## src/design/bmpnr_pkg.sv

```systemverilog
// ---------------------------------------------------------------------------
// bmpnr_pkg
// Shared types and constants for the binary mask pepper noise remover.
// ---------------------------------------------------------------------------
`default_nettype none

package bmpnr_pkg;

   localparam int MAX_WIDTH_DEFAULT = 1024;
   localparam int STORE_ROWS        = 5;
   localparam int MARGIN            = 2;
   localparam logic [7:0]  SET_VALUE    = 8'd255;
   localparam logic [10:0] RESET_WIDTH  = 11'd640;
   localparam logic [15:0] RESET_HEIGHT = 16'd480;

   // register indexes on the control port
   localparam logic REG_FRAME_WIDTH  = 1'b0;
   localparam logic REG_FRAME_HEIGHT = 1'b1;

   // item kinds after classification
   localparam logic OP_PIXEL = 1'b0;
   localparam logic OP_DRAIN = 1'b1;

   typedef struct packed {
      logic       op;
      logic [7:0] pixel;
   } item_type;

   typedef struct packed {
      logic [10:0] width;
      logic [15:0] height;
   } cfg_type;

endpackage

`default_nettype wire

```

## src/design/bmpnr_front.sv

```systemverilog
// ---------------------------------------------------------------------------
// bmpnr_front
// Accepts input transfers, classifies them and buffers them in a two-entry
// queue that decouples the input side from the execute side.
// ---------------------------------------------------------------------------
`default_nettype none

module bmpnr_front
   import bmpnr_pkg::*;
(
   input  wire logic     clock,
   input  wire logic     reset,
   input  wire logic     in_valid,
   output logic          in_ready,
   input  wire logic     in_func,
   input  wire logic [7:0] in_pixel,
   output logic          q_valid,
   input  wire logic     q_pop,
   output item_type      q_item
);

   item_type   entry_ff [2];
   logic       wr_ptr_ff, wr_ptr_in;
   logic       rd_ptr_ff, rd_ptr_in;
   logic [1:0] count_ff, count_in;
   logic       push, pop;
   item_type   item_new;

   assign in_ready = (count_ff != 2'd2);
   assign q_valid  = (count_ff != 2'd0);
   assign q_item   = entry_ff[rd_ptr_ff];
   assign push     = in_valid && in_ready;
   assign pop      = q_pop && q_valid;

   // classify the transfer
   always_comb begin
      item_new.op    = in_func ? OP_DRAIN : OP_PIXEL;
      item_new.pixel = in_pixel;
   end

   // advance pointers and fill count
   always_comb begin
      wr_ptr_in = push ? ~wr_ptr_ff : wr_ptr_ff;
      rd_ptr_in = pop ? ~rd_ptr_ff : rd_ptr_ff;
      count_in  = count_ff;
      if (push && !pop) begin
         count_in = count_ff + 2'd1;
      end else if (pop && !push) begin
         count_in = count_ff - 2'd1;
      end
   end

   always_ff @(posedge clock) begin
      if (reset) begin
         wr_ptr_ff <= 1'b0;
         rd_ptr_ff <= 1'b0;
         count_ff  <= 2'd0;
      end else begin
         wr_ptr_ff <= wr_ptr_in;
         rd_ptr_ff <= rd_ptr_in;
         count_ff  <= count_in;
      end
   end

   // hold queued items
   always_ff @(posedge clock) begin
      if (push) begin
         entry_ff[wr_ptr_ff] <= item_new;
      end
   end

endmodule

`default_nettype wire

```

## config.mk

```make
export PLATFORM = sky130hd
export DESIGN_NAME = bmpnr_front
export DESIGN_NICKNAME = d
export VERILOG_FILES = /design/src/design/bmpnr_pkg.sv /design/src/design/bmpnr_front.sv
export SDC_FILE = /design/constraint.sdc
export NUM_CORES = 1
export LEC_CHECK = 0
export ABC_CLOCK_PERIOD_IN_PS = 2000
export BUFFER_PORTS_ARGS = -buffer_cell sky130_fd_sc_hd__buf_2
export CELL_PAD_IN_SITES_DETAIL_PLACEMENT = 0
export CELL_PAD_IN_SITES_GLOBAL_PLACEMENT = 1
export CORE_MARGIN = 2
export CORE_UTILIZATION = 40
export DETAILED_ROUTE_END_ITERATION = 10
export PLACE_DENSITY = 0.84
export SLEW_MARGIN = 20
export SYNTH_ARGS = -nofsm -noshare
export SYNTH_HDL_FRONTEND = slang
export SYNTH_SLANG_ARGS = --single-unit
```

## constraint.sdc

```tcl
create_clock -name clock -period 2 [get_ports clock]
set_input_delay 0.1 -clock clock [delete_from_list [all_inputs] [get_ports clock]]
set_output_delay 0.1 -clock clock [all_outputs]
set_load 0.02 [all_outputs]
```

==> results.md <==
* Final HPWL DP at slightly below 900 um
* Mapped Cells at 52
* Place WS at just under 400 ps
* Die ar. at approximately 0.0026 mm2
* Vias per cell at ~4.5
* Worst-Margin Slew at roughly 420 ps
* Netlist cell types at 17
* Minimum clock period at between 1500 and 2000 ps
* Layout cell share with drive strength beyond 1 at between 40% and 50%
* Worst relative slew slack at a little under three quarters
* Synth warnings at 0
* Max Fclk at about 600 MHz
* Mapped Area at between 800 and 900 um2
* Worst R2R Setup Slack at approximately 380 ps
* FF-to-FF Start: count_ff[0]$_SDFFE_PP0P_
* Ant diodes at 0
* Effective utilization at floorplan at between 40 and 50%
* DRT iter0 DRCs at 3
* Ys async rst share at 0%
* Setup WS post-layout at 380 ps
* Commonest cells after routing, fill and taps aside: buf_2 (23), edfxtp_1 (18), mux2_2 (9), dlygate4sd3_1 (9), dfxtp_1 (5)
* Total Neg Setup Slack at 0 ps
* Total CTS buffers at 3
* Number of synthesized flops with an enable pin at 18
* Initial antenna violation count at 0
* Global-route wire length before repair at ~2200 um
* # clock sinks at 23
* Vias in the first global route at ~510
* Syn_nets at between 60 and 70
* DRT antenna net count at 0
* Row cnt at 16
* Port Buffers at 23
* Worst path required time at 2240 ps
* Clock Path Buffers at 2
* Worst setup startpoint: count_ff[0]$_SDFFE_PP0P_
* GP Congestion at 0.635
* Max VDD drop at approximately 0.00051 V
* Vias post-DR at approximately 500
* Setup violations, final at 0
* Post-CTS Hold Buffers at 9
* Fin crit share at 81.0%
* CP startpoint kind: register
* Sequential fraction of the synthesis area at around three quarters
* Hold Violations, Final at 0
* Layout area overhead at 29.9%
* Critical Path End: count_ff[1]$_SDFFE_PP0P_
* Worst hold path class: primary input to register
* Largest fanout on the critical path at 5
* Total grt overflow at 0
* Synthesized flop and latch total at 23
* Largest net degree at the start of global routing at 13
* Avg Cell Area, Syn at ~17 um2
* Io pins at 24
* First-pass detailed-route iteration total at 3
* Max capacitance violation total at 0
* WL final at about 1300 um
* Core box area at between 0.002 and 0.0025 mm2
* Post-CTS setup buffers at 0
* Routed wire per std cell at ~12 um
* CTS tree: yes
* Clk slew on worst S/H paths at ~110 ps
* Clock skew at between 5 and 6 ps
* Kind of critical path: register to register
* Final nets at 102
* Commonest non-fill, non-tap cell in the layout: buf_2
* Data arrival, critical path at roughly 1900 ps
* GRT Total Usage at 12.3%
* Pwr/cell area at 1140 mW/mm2
* Main flop type after synthesis: edfxtp_1
* Total leakage power at roughly 0.45 nW
* Clk_lat worst skew at a little under 300 ps
* Worst r2r path cells at 5
* Status: complete, no violations
* Die Y at a little over 50 um
* RSZ-0062 raised after global routing: no
* CP endpoint kind: register
* DRC at 0
* FF-to-FF End: count_ff[1]$_SDFFE_PP0P_
* Final Slew Violations at 0
* Cts repair resizes at 0
* Width of the die at 50.6 um
* H-Tree Depth at 1
* Root Driver: clkbuf_4
==> power by group <==
group | switching [mW] | internal (mW)
registers | 0.0556 | 0.605
clock network | 0.120 | 0.0775
logic | 0.232 | 0.196
==> routing by layer <==
metal | vias to the layer above | share of wire (%) | GRT usage (%)
li1 | 260 | - | -
met1 | 233 | 44 | 15.3
met2 | 16 | 49 | 21.3
met3 | 2 | 5.1 | 2.68
met4 | 0 | 1.2 | 4.05
met5 | - | 0 | 0
==> cell families (layout without fill, tap and decap cells) <==
family                     count (synthesis)  in the layout  synth area share, %
AOI/OAI and AO/OA                          5              5                 3.45
xor gates and xnor gates                   3              3                 3.02
adders and majority gates                  1              1                 1.44
buffers and inverters                      2             37                 1.01
DFF                                       23             23                 73.7
muxes                                      9              9                 11.7
and+or+nand+nor                            9              9                 5.76
==> cells in the mapped netlist (all sizes together), types with 2 or more instances <==
cell,count,area (um2)
edfxtp,18,541
dfxtp,5,100
mux2,9,101
xor2,3,26.3
nor2,3,11.3
o21ai,2,10.0
a21oi,2,10.0
==> area by class of cell <==
type	instances	area (um2)
clock buffer	4	26.3
tap	27	33.8
sequential	23	641
inverter	1	3.75
multi-input combinational	27	220
fill	181	872
timing repair buffer	32	205
==> flip-flops by register name (all words and copies together) (netlist names), named ones only <==
signal / cells
entry_ff: 18
count_ff: 2
rd_ptr_ff: 1
wr_ptr_ff: 1
==> metrics by stage <==
| stage | util (%) | power (mW) | hold slack (ps) | cells | cell area, um2 |
|---|---|---|---|---|---|
| 2_1_floorplan | - | 0.973 | 169 | 52 | 870 |
| 3_3_place_gp | 50.6 | 1.08 | 288 | 101 | 1010 |
| 3_5_place_dp | 50.6 | 1.09 | 291 | 101 | 1010 |
| 4_1_cts | 56.4 | 1.30 | 15.2 | 114 | 1130 |
| 5_1_grt | 56.4 | 1.37 | 1.37 | 114 | 1130 |
| 6_report | 56.4 | 1.29 | 19.0 | 114 | 1130 |
==> worst min-delay path by stage <==
stage | start | cells after the start | to | slack [ps]
2_1_floorplan | reset | 1 | count_ff[1]$_SDFFE_PP0P_ | 170
3_3_place_gp | in_func | 1 | entry_ff[0][8]$_DFFE_PP_ | 290
3_5_place_dp | in_pixel[1] | 1 | entry_ff[1][1]$_DFFE_PP_ | 290
4_1_cts | reset | 2 | count_ff[1]$_SDFFE_PP0P_ | 20
5_1_grt | reset | 2 | count_ff[1]$_SDFFE_PP0P_ | 1
6_report | reset | 2 | count_ff[1]$_SDFFE_PP0P_ | 20
==> critical path, cell delays in order, from the launching register on <==
cell and delay (ps):
dfxtp_1 360, nand2b_1 200, and2_1 180, ha_1 330, or3_1 350, a21oi_1 140
No activity file was read; power rests on OpenSTA's default activity.
